File: config.mk
export PLATFORM = sky130hd
export DESIGN_NAME = mks_ram
export DESIGN_NICKNAME = d
export VERILOG_FILES = /design/src/hw/rtl/mks_ram.sv
export SDC_FILE = /design/constraint.sdc
export NUM_CORES = 1
export LEC_CHECK = 0
export ABC_AREA = 0
export BUFFER_PORTS_ARGS = -buffer_cell sky130_fd_sc_hd__buf_4
export CORE_MARGIN = 10
export CORE_UTILIZATION = 27
export CTS_CLUSTER_SIZE = 12
export DETAILED_ROUTE_END_ITERATION = 8
export PLACE_DENSITY = 0.4
export SLEW_MARGIN = 30
export SYNTH_ARGS = -nofsm -noshare
export SYNTH_HDL_FRONTEND = slang
export SYNTH_SLANG_ARGS = --single-unit
export TNS_END_PERCENT = 20
File: constraint.sdc
create_clock -name clock -period 3.7 [get_ports clock]
set_input_delay 0.74 -clock clock [delete_from_list [all_inputs] [get_ports clock]]
set_output_delay 0.74 -clock clock [all_outputs]
set_load 0.05 [all_outputs]
File: src/hw/rtl/mks_ram.sv
// Generic single-write, single-read RAM with registered read data.
module mks_ram #(
   parameter int WIDTH = 8,
   parameter int DEPTH = 16
) (
   input  logic                     clock,
   input  logic                     wr_en,
   input  logic [$clog2(DEPTH)-1:0] wr_addr,
   input  logic [WIDTH-1:0]         wr_data,
   input  logic [$clog2(DEPTH)-1:0] rd_addr,
   output logic [WIDTH-1:0]         rd_data
);
   logic [WIDTH-1:0] mem_ff [DEPTH];
   logic [WIDTH-1:0] rd_data_ff;

   always_ff @(posedge clock) begin
      if (wr_en) mem_ff[wr_addr] <= wr_data;
      rd_data_ff <= mem_ff[rd_addr];
   end

   assign rd_data = rd_data_ff;
endmodule

==> results of run 1 <==
==> critical path, stage by stage <==
cell	delay [ns]
buf_4	0.12
or3b_2	0.53
nor2_1	0.73
==> stage by stage <==
step / util [%] / instance area (um2)
2_1_floorplan: - / 5150
3_3_place_gp: 29.9 / 5590
3_5_place_dp: 29.9 / 5600
4_1_cts: 33.0 / 6160
5_1_grt: 33.0 / 6170
6_report: 33.0 / 6170
==> cells in the final DEF, fill, tap and decap left out, types with 2 or more instances in the layout <==
| cell type | n |
|---|---|
| clkbuf_1 | 3 |
| nand2_1 | 9 |
| nor2_2 | 5 |
| a22oi_1 | 16 |
| nor3_1 | 4 |
| nor2_1 | 8 |
| bufinv_16 | 3 |
| clkinv_1 | 4 |
| clkbuf_16 | 17 |
| mux4_2 | 18 |
| clkinv_2 | 2 |
| nand2b_1 | 2 |
| nand3b_1 | 2 |
| edfxtp_1 | 128 |
| buf_4 | 31 |
| dfxtp_1 | 8 |
| mux4_1 | 14 |
==> where the power goes <==
part           total (mW)  internal (mW)  switching (mW)  leakage [nW]
Sequential           1.74           1.72          0.0129          1.22
Clock                1.62           1.04           0.579         0.274
Combinational       0.205         0.0738           0.131         0.522
==> metal layers <==
layer / global-route usage [%] / share of wire (%)
met5: 0 / 0
met4: 4.10 / 1.3
met3: 2.69 / 3.4
met2: 15.4 / 49
met1: 12.9 / 46
==> cell type report <==
class	instances	area (um2)
Fill cell	1745	12500
Clock inverter	11	131
Timing Repair Buffer	31	233
Tap cell	234	293
Clock buffer	20	437
Sequential cell	136	4000
Multi-Input combinational cell	83	1070
==> cell families after synthesis <==
logic type	after synthesis	synth area share (%)
buffers and inverters	10	1.68
AO/OA/AOI/OAI	16	2.33
AND/OR/NAND/NOR	35	3.18
multiplexers	32	15.0
flip-flops	136	77.8
==> registers in the layout, indices dropped and copies added (netlist names) <==
signal   cells
rd_data      8
mem_ff     128
==> final timing paths <==
check / from / end / depth (start not counted)
min reg2reg: mem_ff[0][5]$_DFFE_PP_ / rd_data[5]$_DFF_P_ / 3
min: wr_data[3] / mem_ff[4][3]$_DFFE_PP_ / 1
max: wr_addr[2] / mem_ff[3][1]$_DFFE_PP_ / 3
max reg2reg: mem_ff[10][3]$_DFFE_PP_ / rd_data[3]$_DFF_P_ / 3
==> results.sh, run 1 <==
export IMPL_portBuffers=25
export IMPL_yosysTopAreaCellShare_pct=74.7
export IMPL_cts_resized=0
export IMPL_via_count=2355
export IMPL_grt_ovfl_total=0
export IMPL_seq_area_frac_synth_pct=77.8
export IMPL_final_setup_worst_slack_ns=1.60
export IMPL_max_freq_ghz=0.477
export IMPL_grt_total_usage_pct=9.92
export IMPL_finalHoldViolations=0
export IMPL_fp_coreArea_mm2=0.0187
export IMPL_cts_tree="built"
export IMPL_synthesis_area_mm2=0.00515
export IMPL_die_area_mm2=0.0250
export IMPL_clock_sinks=136
export IMPL_crit_arrival_ns=2.12
export IMPL_rsz0062_at_grt="false"
export IMPL_cts_max_path_buffers=2
export IMPL_synth_nets=247
export IMPL_first_global_vias=2544
export IMPL_hp_class="input pin to flop"
export IMPL_synth_cells=229
export IMPL_cp_end_kind="flop"
export IMPL_cts_buffers=17
export IMPL_cts_max_level=4
export IMPL_cp_max_fo=8
export IMPL_viasPerCell=4.57
export IMPL_root_buffer="clkbuf_16"
export IMPL_drive_above_1_share_pct=28.1
export IMPL_period_needed_ns=2.10
export IMPL_report_power_total_mw=3.56
export IMPL_p_leak_nw=2.02
export IMPL_area_growth_pct=19.8
export IMPL_crit_path_start_kind="input pin"
export IMPL_antenna_found_initial=0
export IMPL_synth_seq_cells=136
export IMPL_yosysWarnings=0
export IMPL_hpwl_um=7310
export IMPL_start_util_pct=27.5
export IMPL_routedWlPerCell_um=22.4
export IMPL_slew_viol_final=0
export IMPL_die_w_um=158
export IMPL_post_cts_buffers=0
export IMPL_placedCellCount=484
export IMPL_pwr_density_cell_mw_per_mm2=578
export IMPL_wl_um=11500
export IMPL_synth_flop_cell="edfxtp_1"
export IMPL_antennaDiodeCount=0
export IMPL_peakVddDrop_mv=0.316
export IMPL_slew_headroom_pct=38.1
export IMPL_cts_clk_slew_worst_paths_ns=0.05
export IMPL_die_h_um=158
export IMPL_drcViolationCount=0
export IMPL_rrSetupSlack_ns=2.30
export IMPL_nets=287
export IMPL_ant_nets=0
export IMPL_io_pins=26
export IMPL_tns_ns=0
export IMPL_gp_congestion=0.679
export IMPL_synth_distinct_cells=19
export IMPL_avgSynthCellArea_um2=22.5
export IMPL_postCtsHoldBufs=0
export IMPL_worstSkewPairLatency_ns=0.40
export IMPL_synth_top_area_cell="edfxtp_1"
export IMPL_period_share_pct=56.6
export IMPL_grt_pass1_wl_um=17300
export IMPL_cp_required_ns=3.72
export IMPL_rows=50
export IMPL_drt_initial_drc_count=167
export IMPL_outcome="finished clean"
export IMPL_drtPass1Iterations=4
export IMPL_skew_ns=0.00705
export IMPL_hold_slack_ns=0.657
export IMPL_synth_edf_count=128
export IMPL_synth_most_common_cell="edfxtp_1"
export IMPL_synthArstFlopShare_pct=0
export IMPL_ys_top_cells_by_count="128 x edfxtp_1, 18 x mux4_2, 16 x a22oi_1"
export IMPL_finalSetupViolations=0
export IMPL_grt_start_max_net_pins=33
export IMPL_pre_cts_slack_ns=1.13
export IMPL_tightest_slew_ns=0.924
export IMPL_final_cells=515
export IMPL_synthTopCellsByArea="edfxtp_1 75%, mux4_2 7.9%, mux4_1 7.1%, dfxtp_1 3.1%, a22oi_1 2.3%"
export IMPL_drv_cap=0
export IMPL_worstSetupPathType="input pin to flop"
Note: power is estimated with default switching activity, not from simulation.
==> inputs of run 2 (changes only) <==
--- a/config.mk
+++ b/config.mk
@@ -11,7 +11,7 @@
 export CORE_UTILIZATION = 27
 export CTS_CLUSTER_SIZE = 12
 export DETAILED_ROUTE_END_ITERATION = 8
-export PLACE_DENSITY = 0.4
+export PLACE_DENSITY = 0.41
 export SLEW_MARGIN = 30
 export SYNTH_ARGS = -nofsm -noshare
 export SYNTH_HDL_FRONTEND = slang
==> constraint.sdc (replaced) <==
create_clock -name clock -period 1.9 [get_ports clock]
set_input_delay 0.38 -clock clock [delete_from_list [all_inputs] [get_ports clock]]
set_output_delay 0.38 -clock clock [all_outputs]
set_load 0.05 [all_outputs]
==> run 2 against run 1 <==
Clock power rose by 78%. Largest cell class unchanged. Via count rose by 0.21%. Global-route usage is 0.39 points lower. Largest power group unchanged.
==> results.sh, run 2 (synthesis gave the netlist of run 1 again) <==
export IMPL_cts_tree="built"
export IMPL_antennaDiodeCount=0
export IMPL_final_common_cell="edfxtp_1"
export IMPL_cts_max_level=4
export IMPL_outcome="finished clean"
export IMPL_grt_total_usage_pct=9.53
export IMPL_portBuffers=25
export IMPL_via_count=2360
export IMPL_postPlaceCellArea_mm2=0.00572
export IMPL_grt_pass1_wl_um=16700
export IMPL_max_freq_ghz=0.713
export IMPL_grt_ovfl_total=0
export IMPL_cts_max_path_buffers=2
export IMPL_period_needed_ns=1.40
export IMPL_period_share_pct=73.8
export IMPL_cp_max_fo=8
export IMPL_wl_um=11000
export IMPL_die_h_um=158
export IMPL_drt_initial_drc_count=186
export IMPL_slew_viol_final=0
export IMPL_post_cts_buffers=0
export IMPL_rows=50
export IMPL_pwr_density_cell_mw_per_mm2=1070
export IMPL_pre_cts_slack_ns=0.104
export IMPL_rr_worst_depth=3
export IMPL_report_power_total_mw=6.66
export IMPL_hold_slack_ns=0.280
export IMPL_drv_cap=0
export IMPL_ant_nets=0
export IMPL_drive_above_1_share_pct=30.0
export IMPL_worstSkewPairLatency_ns=0.41
export IMPL_cts_clk_slew_worst_paths_ns=0.06
export IMPL_first_global_vias=2572
export IMPL_viasPerCell=4.44
export IMPL_antenna_found_initial=0
export IMPL_final_area_mm2=0.00624
export IMPL_skew_ns=0.00489
export IMPL_endpoint="rd_data[5]$_DFF_P_"
export IMPL_hp_class="input pin to flop"
export IMPL_finalHoldViolations=0
export IMPL_slew_headroom_pct=44.1
export IMPL_fp_coreArea_mm2=0.0187
export IMPL_tightest_slew_ns=0.837
export IMPL_final_setup_worst_slack_ns=0.497
export IMPL_cp_required_ns=2.19
export IMPL_mostFrequentLayoutCells="128 x edfxtp_1, 44 x buf_4, 18 x mux4_2"
export IMPL_fillers=1788
export IMPL_root_buffer="clkbuf_16"
export IMPL_postCtsHoldBufs=0
export IMPL_area_growth_pct=21.3
export IMPL_io_pins=26
export IMPL_drcViolationCount=0
export IMPL_rrSetupSlack_ns=0.51
export IMPL_cp_end_kind="flop"
export IMPL_die_w_um=158
export IMPL_cts_resized=0
export IMPL_finalSetupViolations=0
export IMPL_largest_reg_flops=128
export IMPL_startpoint="rd_addr[0]"
export IMPL_hpwl_um=7400
export IMPL_p_leak_nw=2.09
export IMPL_drtPass1Iterations=4
export IMPL_die_area_mm2=0.0250
export IMPL_crit_arrival_ns=1.70
export IMPL_peakVddDrop_mv=0.495
export IMPL_crit_path_start_kind="input pin"
export IMPL_gp_congestion=0.706
export IMPL_nets=302
export IMPL_rsz0062_at_grt="false"
export IMPL_clock_sinks=136
export IMPL_routedWlPerCell_um=20.6
export IMPL_rr_startpoint="mem_ff[1][5]$_DFFE_PP_"
export IMPL_grt_start_max_net_pins=19
export IMPL_cts_buffers=17
export IMPL_worstSetupPathType="input pin to flop"
export IMPL_tns_ns=0
export IMPL_start_util_pct=27.5
export IMPL_regMostFlops="mem_ff"
export IMPL_crit_reg2reg_capture="rd_data[5]$_DFF_P_"
run 2: changes by cell type in the layout (fill, tap and decap cells not counted), moves of 2 or more:
| cell | change |
|---|---|
| clkinv_2 | +2 |
| bufinv_16 | -2 |
| nor2_1 | +5 |
| buf_12 | +2 |
| nor2_2 | -5 |
| clkinv_1 | +2 |
| buf_4 | +13 |
run 2: final cells by class:
type | count | area, um2 | share of cell area (%)
Clock buffer | 19 | 433 | 6.93
Sequential cell | 136 | 4000 | 64.1
Multi-Input combinational cell | 83 | 1060 | 16.9
Timing Repair Buffer | 46 | 370 | 5.93
Clock inverter | 13 | 87.6 | 1.40
Tap cell | 234 | 293 | 4.69
run 2: critical path, stage by stage:
cell and delay [ns]:
buf_4 0.12, buf_4 0.20, mux4_1 0.57, a22oi_1 0.33
nand2_1 0.10
run 2: report_power, final:
part	total (mW)	internal [mW]	switching [mW]
Sequential	3.38	3.36	0.0226
Clock	2.88	1.75	1.12
Combinational	0.406	0.160	0.246
Total	6.66	5.27	1.39
run 2: worst min path at each step:
stage | start | to | slack, ns | depth (start not counted)
4_1_cts | wr_data[1] | mem_ff[9][1]$_DFFE_PP_ | 0.27 | 1
6_report | wr_data[1] | mem_ff[15][1]$_DFFE_PP_ | 0.28 | 1
3_5_place_dp | mem_ff[8][5]$_DFFE_PP_ | rd_data[5]$_DFF_P_ | 0.66 | 3
3_3_place_gp | mem_ff[11][3]$_DFFE_PP_ | rd_data[3]$_DFF_P_ | 0.67 | 3
2_1_floorplan | wr_data[0] | mem_ff[0][0]$_DFFE_PP_ | 0.48 | 0
5_1_grt | wr_data[5] | mem_ff[7][5]$_DFFE_PP_ | 0.30 | 1
run 2: routing by layer:
layer  part of all wire (%)  global-route usage, %
met2                     50                   15.3
met5                      0                      0
met1                     45                   11.6
met4                    2.1                   4.50
met3                    2.9                   2.71
run 2: stage by stage:
step           util, %  instances
2_1_floorplan        -        229
3_3_place_gp      30.6        499
3_5_place_dp      30.6        499
4_1_cts           33.4        531
5_1_grt           33.4        531
6_report          33.4        531
