**config.mk**
```make
export PLATFORM = sky130hd
export DESIGN_NAME = mks_cell
export DESIGN_NICKNAME = d
export VERILOG_FILES = /design/src/hw/rtl/mks_pkg.sv /design/src/hw/rtl/mks_cell.sv
export SDC_FILE = /design/constraint.sdc
export NUM_CORES = 1
export LEC_CHECK = 0
export ABC_AREA = 1
export CELL_PAD_IN_SITES_DETAIL_PLACEMENT = 1
export CELL_PAD_IN_SITES_GLOBAL_PLACEMENT = 1
export CORE_MARGIN = 4
export CORE_UTILIZATION = 41
export DETAILED_ROUTE_END_ITERATION = 10
export DONT_BUFFER_PORTS = 1
export PLACE_DENSITY = 0.78
export SLEW_MARGIN = 20
export SYNTH_ARGS = -nofsm -noshare
export SYNTH_HDL_FRONTEND = slang
export SYNTH_SLANG_ARGS = --single-unit
```
**constraint.sdc**
```tcl
create_clock -name clock -period 11.5 [get_ports clock]
set_input_delay 1.725 -clock clock [delete_from_list [all_inputs] [get_ports clock]]
set_output_delay 1.725 -clock clock [all_outputs]
set_load 0.1 [all_outputs]
```
**src/hw/rtl/mks_pkg.sv**
```systemverilog
// Shared constants, types and pass-plan functions of the multi-key record sorter.
package mks_pkg;

   localparam int MAX_RECORDS  = 16;
   localparam int NAME_BYTES   = 40;
   localparam int TOWN_BYTES   = 40;
   localparam int NAME_CHUNKS  = (NAME_BYTES + 7) / 8;
   localparam int TOWN_CHUNKS  = (TOWN_BYTES + 7) / 8;
   localparam int RESULT_LIMIT = 16;
   localparam int N_LIMIT      = (MAX_RECORDS < RESULT_LIMIT) ? MAX_RECORDS : RESULT_LIMIT;

   localparam int SLOT_W      = $clog2(MAX_RECORDS);
   localparam int CNT_W       = $clog2(MAX_RECORDS + 1);
   localparam int NAME_AW     = $clog2(MAX_RECORDS * NAME_CHUNKS);
   localparam int TOWN_AW     = $clog2(MAX_RECORDS * TOWN_CHUNKS);
   localparam int PASS_W      = $clog2(NAME_CHUNKS + TOWN_CHUNKS + 1);
   localparam int KEY_W       = 64;
   localparam int ID_W        = 16;
   localparam int GRADE_W     = 7;
   localparam int IDGR_W      = ID_W + GRADE_W;
   localparam int CHUNK_W     = 3;
   localparam int CFG_W       = 5;
   localparam int REQ_TDATA_W = 96;
   localparam int RSP_TDATA_W = 8;

   typedef enum logic [1:0] {
      CMD_NAME  = 2'd0,
      CMD_TOWN  = 2'd1,
      CMD_IDGR  = 2'd2,
      CMD_SORT  = 2'd3
   } cmd_type;

   typedef enum logic [1:0] {
      KEY_NAME  = 2'd0,
      KEY_ID    = 2'd1,
      KEY_GRADE = 2'd2,
      KEY_TOWN  = 2'd3
   } key_sel_type;

   typedef enum logic [1:0] {
      SRC_NAME  = 2'd0,
      SRC_TOWN  = 2'd1,
      SRC_ID    = 2'd2,
      SRC_GRADE = 2'd3
   } src_type;

   typedef enum logic [1:0] {
      ST_IDLE = 2'd0,
      ST_LOAD = 2'd1,
      ST_SORT = 2'd2,
      ST_EMIT = 2'd3
   } state_type;

   typedef struct packed {
      logic shift_slot;
      logic shift_key;
      logic pair_left;
      logic pair_right;
   } cell_ctl_type;

   // Number of stable passes, least significant key part first.
   function automatic logic [PASS_W-1:0] pass_count(input key_sel_type k);
      int c;
      case (k)
         KEY_ID:    c = 1;
         KEY_GRADE: c = NAME_CHUNKS + 1;
         KEY_TOWN:  c = NAME_CHUNKS + TOWN_CHUNKS;
         default:   c = NAME_CHUNKS;
      endcase
      return PASS_W'(c);
   endfunction

   function automatic src_type pass_src(input key_sel_type k, input logic [PASS_W-1:0] p);
      src_type s;
      if (k == KEY_ID) s = SRC_ID;
      else if (int'(p) < NAME_CHUNKS) s = SRC_NAME;
      else if (k == KEY_GRADE) s = SRC_GRADE;
      else s = SRC_TOWN;
      return s;
   endfunction

   function automatic logic [CHUNK_W-1:0] pass_chunk(input logic [PASS_W-1:0] p);
      int c;
      if (int'(p) < NAME_CHUNKS) c = NAME_CHUNKS - 1 - int'(p);
      else c = TOWN_CHUNKS - 1 - (int'(p) - NAME_CHUNKS);
      return CHUNK_W'(c);
   endfunction

endpackage

```
**src/hw/rtl/mks_cell.sv**
```systemverilog
// One sorter cell: holds one order entry and its current key part.
module mks_cell (
   input  logic                         clock,
   input  logic                         reset,
   input  mks_pkg::cell_ctl_type        ctl,
   input  logic [mks_pkg::SLOT_W-1:0]   reset_slot,
   input  logic [mks_pkg::SLOT_W-1:0]   r_slot,
   input  logic [mks_pkg::KEY_W-1:0]    r_key,
   input  logic [mks_pkg::SLOT_W-1:0]   l_slot,
   input  logic [mks_pkg::KEY_W-1:0]    l_key,
   input  logic                         l_gt,
   output logic [mks_pkg::SLOT_W-1:0]   slot,
   output logic [mks_pkg::KEY_W-1:0]    key,
   output logic                         gt
);
   import mks_pkg::*;

   logic [SLOT_W-1:0] slot_ff, slot_in;
   logic [KEY_W-1:0]  key_ff, key_in;

   // strict compare keeps ties in place
   assign gt = key_ff > r_key;

   always_comb begin
      slot_in = slot_ff;
      key_in  = key_ff;
      if (ctl.shift_slot) slot_in = r_slot;
      if (ctl.shift_key) key_in = r_key;
      if (ctl.pair_left && gt) begin
         slot_in = r_slot;
         key_in  = r_key;
      end else if (ctl.pair_right && l_gt) begin
         slot_in = l_slot;
         key_in  = l_key;
      end
   end

   always_ff @(posedge clock) begin
      if (reset) slot_ff <= reset_slot;
      else slot_ff <= slot_in;
   end

   always_ff @(posedge clock) begin
      key_ff <= key_in;
   end

   assign slot = slot_ff;
   assign key  = key_ff;
endmodule

```
==> results of run 1 <==
worst max-delay path: cells and delay by family:
family,cells,cell delay [ns]
AND/OR/NAND/NOR,5,0.91
AO/OA/AOI/OAI,1,0.20
adder cells (fa/ha/maj),1,0.29
buffers and inverters,2,0.26
cells by family (layout without fill, tap and decap cells):
group | Yosys count | count (layout) | synth area share [%]
simple gates | 317 | 317 | 29.5
buf+inv | 105 | 102 | 9.90
fa+ha+maj | 64 | 64 | 15.8
compound gates | 45 | 45 | 4.68
flops | 68 | 68 | 40.2
sequential cells by signal, indices dropped and copies added (netlist names):
register,cells
slot,4
key,64
power groups by stage:
stage	Combinational, mW	Clock, mW	Sequential, mW
5_1_grt	0.187	0.268	0.557
3_3_place_gp	0.153	0	0.557
3_5_place_dp	0.164	0	0.558
2_1_floorplan	0.131	0	0.549
6_report	0.161	0.243	0.553
4_1_cts	0.165	0.252	0.554
layout make-up:
cell class	count	share of cell area [%]
tap	168	3.91
timing repair buffer	3	0.419
inverter	84	5.86
clock buffer	10	4.26
clock inverter	5	0.372
sequential	68	38.0
multi-input combinational	426	47.2
per-stage QoR:
stage                     worst slack [ns]  cell area [µm²]  utilization (%)
after floorplan                       4.93             5080                -
after global placement                6.36             5130             42.5
after detailed placement              6.27             5130             42.5
after CTS                             6.33             5380             44.6
after global routing                  6.20             5380             44.6
final                                 6.38             5380             44.6
worst paths after layout:
path / to / slack [ns] / cells past startpoint
worst max register to register: key[28] / 7.09 / 10
worst min register to register: slot[2] / 1.93 / 8
worst max-delay path: gt / 6.38 / 9
worst min-delay path: key[17] / 1.56 / 2
routing by layer:
metal	wire, µm	track usage [%]
met1	5520	23.2
met2	7240	34.9
met3	1230	6.46
met4	229	6.73
met5	0	0
synthesized netlist by cell type (2+ instances only):
cell	count	area, µm²
a21oi_1	29	145
buf_12	6	120
buf_2	6	30.0
clkbuf_1	8	30.0
edfxtp_1	68	2040
ha_1	64	801
inv_1	80	300
inv_2	3	11.3
nand2_1	152	571
nand2_2	55	344
nand3_1	74	370
nand3b_1	2	15.0
nand4_1	9	56.3
nor2_1	19	71.3
o21a_1	3	22.5
o21ai_0	8	40.0
o21ai_1	3	15.0
==> metrics.cfg, run 1 <==
[setup_path]
path_cells = inv_1 -> ha_1 -> nand2_1 -> nor4_1 -> nand2_1 -> nor2_2 -> nand3_2 -> a21boi_2 -> buf_4
critPathRequiredTime_ns = 9.78
slowest_stage = nor4_1
worstSetupPathType = in -> out
slowest_delay_ns = 0.32
start_kind = input port
crit_fanout = 6
cp-startpoint = r_key[55]
critPathMostFrequentCell = nand2_1
critPathCaptureType = primary output
crit_arrival_ns = 3.40
r2r_start = key[55]

[finish]
ff_latch_area_um2 = 2040
finalNonFillerCells = 764
multiInputGateArea_um2 = 2540
fill_cells = 1486
syn2layout_area_growth_pct = 5.86
fin_nets = 803
layout_common_cells = 152 x nand2_1, 79 x inv_1, 74 x nand3_1
antenna_cells = 0
drive_gt1_share_pct = 13.1
mostFrequentLayoutCell = nand2_1

[timing]
clock-skew-final_ns = 0.00318
slew_headroom_pct = 33.0
setup_tns_ns = 0
rsz0062_at_grt = false
finalCritPeriodShare_pct = 44.6
finalCriticalPeriod_ns = 5.12
worstMarginPinSlew_ns = 1.01
setup_violations = 0
timing.hold.ws_ns = 1.56
slew_violations = 0
timing.final.hold_violations = 0
fmaxAchievable_mhz = 195

[route]
drc = 0
wl_per_cell_um = 18.6
dr.first_iter.drc_count = 172
first_pass_iters = 4
drt-vias-per-instance = 5.21
drt-total-wl_um = 14200
ant_nets = 0
vias = 3980

[global_route]
grt_start_max_net_pins = 72
grt_pass1_wl_um = 22500
antenna_found_initial = 0
grt_overflow = 0
first_global_vias = 4338
gr-usage-all-layers_pct = 20.0

[synthesis]
ys_seq_elements = 68
ys.flop_type = edfxtp_1
yosysWarnings = 0
postSynthNetCount = 810
syn_inst = 599
async_reset_ff_share_pct = 0
synth_edf_count = 68
seq_area_frac_synth_pct = 40.2
synth_cell_types = 27
syn_area_um2 = 5080
syn_area_per_cell_um2 = 8.48

[power_and_ir_drop]
p_switching_mw = 0.443
power_frac_comb_pct = 16.8
intPower_mw = 0.513
p_leak_nw = 2.67
pwr-share-clk_pct = 25.4
pwr-share-seq_pct = 57.8
irDropWorstVdd_v = 0.0000703
p_total_mw = 0.957
swShare_pct = 46.4
p_per_area_nw_per_um2 = 178

[clocking]
root_buffer = clkbuf_16
numCtsBuffers = 9
cts_tree = built
cts_buffer_depth = 2
cts_sinks = 68
cts_max_level = 3
cts_hold_buf = 0
clock_latency_ns = 0.34
postCtsSetupRepairBufs = 0
cts.reportedPaths.clkPinSlew_ns = 0.05
cts_resized = 0

[die]
io_pins = 216
dieHeight_um = 119
core_area_um2 = 12100
start_util_pct = 42.1
rows = 40
die_w_um = 119
dieArea_um2 = 14200

[placement]
place_congestion = 0.787
port_buffers = 0
placed_cells = 749
detailed_place_hpwl_um = 10800

[flow_run]
max-cap-violations = 0

[worst_hold_path]
min-delay-start = r_key[17]
hp-class = in -> reg

[run_status]
status = finished, final reports clean

(Power assumes the default switching activity.)
==> inputs of run 2 (changes only) <==
- clock period: 11.5 -> 5.3 ns (I/O delays scaled with it)
==> run 2 against run 1 <==
Against the previous run:
- first-iteration DRC count fell by 25%
- clock-buffer cell count rose by 1
- register-to-register slack got worse by 5.6 ns
- total power rose by 120%
- sequential cell count did not move
- combinational power rose to 2.9 times the previous value
- via count rose by 2.0%
- clock power rose by 110%
==> metrics.cfg, run 2 (synthesized netlist as in run 1, its figures left out) <==
[run_status]
status = finished, final reports clean

[die]
dieArea_um2 = 14200
die_w_um = 119
io_pins = 216
dieHeight_um = 119
start_util_pct = 42.1
core_area_um2 = 12100
rows = 40

[power_and_ir_drop]
pwr-share-seq_pct = 52.6
p_per_area_nw_per_um2 = 380
irDropWorstVdd_v = 0.000179
p_switching_mw = 0.960
power_frac_comb_pct = 22.6
intPower_mw = 1.13
swShare_pct = 46.0
p_leak_nw = 2.74
pwr-share-clk_pct = 24.8

[route]
vias = 4060
drc = 0
first_pass_iters = 4
wl_per_cell_um = 18.8
dr.first_iter.drc_count = 129
drt-vias-per-instance = 5.23
ant_nets = 0
drt-total-wl_um = 14600

[clocking]
numCtsBuffers = 9
cts_tree = built
cts_max_level = 3
clock_latency_ns = 0.33
cts_hold_buf = 0
cts_buffer_depth = 2
postCtsSetupRepairBufs = 0
root_buffer = clkbuf_16
cts_sinks = 68
cts.reportedPaths.clkPinSlew_ns = 0.05
cts_resized = 0

[global_route]
gr-usage-all-layers_pct = 20.6
grt_overflow = 0
antenna_found_initial = 0
grt_pass1_wl_um = 23000
grt_start_max_net_pins = 65
first_global_vias = 4477

[timing]
fmaxAchievable_mhz = 263
clock-skew-final_ns = 0.00529
setup_violations = 0
timing.final.hold_violations = 0
slew_violations = 0
finalCritPeriodShare_pct = 71.7
finalCriticalPeriod_ns = 3.80
setup_tns_ns = 0
rsz0062_at_grt = false
worstMarginPinSlew_ns = 0.977
slew_headroom_pct = 34.9
setup_slack_ns = 1.50

[setup_path]
crit_arrival_ns = 3.82
crit_fanout = 42
critPathCaptureType = flop
start_kind = flop
critPathRequiredTime_ns = 5.32
worstSetupPathType = reg -> reg

[finish]
layout_common_cells = 152 x nand2_1, 79 x inv_1, 74 x nand3_1
ff_latch_area_um2 = 2040
largest_reg_flops = 64
drive_gt1_share_pct = 15.3
mostFrequentLayoutCell = nand2_1
multiInputGateArea_um2 = 2540
fin_nets = 819
antenna_cells = 0
fill_cells = 1460
finalNonFillerCells = 777
syn2layout_area_growth_pct = 7.98

[placement]
detailed_place_hpwl_um = 11300
port_buffers = 0
placed_cells = 765
place_congestion = 0.807
dpl_worst_slack_ns = 1.46

[flow_run]
max-cap-violations = 0

[worst_hold_path]
hp-class = in -> reg

run 2: cell count changes in the layout (fill, tap and decap cells not counted), sizes merged:
cell,before,now
clkbuf,10,11
buf,3,19
clkinv,6,2
run 2: worst paths after layout:
check / slack, ns / startpoint / cells after the start / to
max: 1.50 / key[57] / 12 / slot[3]
min reg2reg: 1.38 / key[36] / 10 / slot[0]
min: 0.64 / r_key[23] / 2 / key[23]
max reg2reg: 1.50 / key[57] / 12 / slot[3]
run 2: power groups by stage:
stage,clock (mW),sequential [mW],combinational (mW)
6_report,0.517,1.10,0.473
5_1_grt,0.560,1.11,0.533
4_1_cts,0.537,1.10,0.482
3_5_place_dp,0,1.11,0.481
3_3_place_gp,0,1.11,0.455
2_1_floorplan,0,1.19,0.284
run 2: metal layers:
metal | vias to the layer above | track usage [%] | wire length, µm
li1 | 1996 | - | -
met1 | 1917 | 22.8 | 5660
met2 | 127 | 36.7 | 7490
met3 | 20 | 6.84 | 1190
met4 | 0 | 7.23 | 274
met5 | - | 0 | 0
run 2: worst max-delay path, stage by stage, from the launching register on:
cell and delay, ns:
edfxtp_1 0.97, ha_1 0.40, nand2_1 0.07, inv_1 0.04, o21ai_1 0.12, a21oi_1 0.08, nor2_1 0.14, nand2_1 0.08
a21oi_1 0.33, nand2_4 0.13, nand3_4 0.32, buf_4 0.50, nand3_1 0.28
run 2: layout make-up:
cell class / count / share of cell area (%)
repair buffers: 19 / 2.60
inverters: 84 / 5.75
clock buffers: 11 / 4.24
clock inverters: 1 / 0.0684
well taps: 168 / 3.83
multi-input cells: 426 / 46.3
flip-flops and latches: 68 / 37.2
run 2: stage by stage:
step	power [mW]	util (%)	hold WS (ns)	area, µm²
floorplan	1.47	-	0.968	5080
global placement	1.56	43.5	0.968	5250
detailed placement	1.59	43.5	0.974	5250
CTS	2.12	45.5	0.620	5490
global route	2.20	45.5	0.627	5490
finish	2.09	45.5	0.635	5490
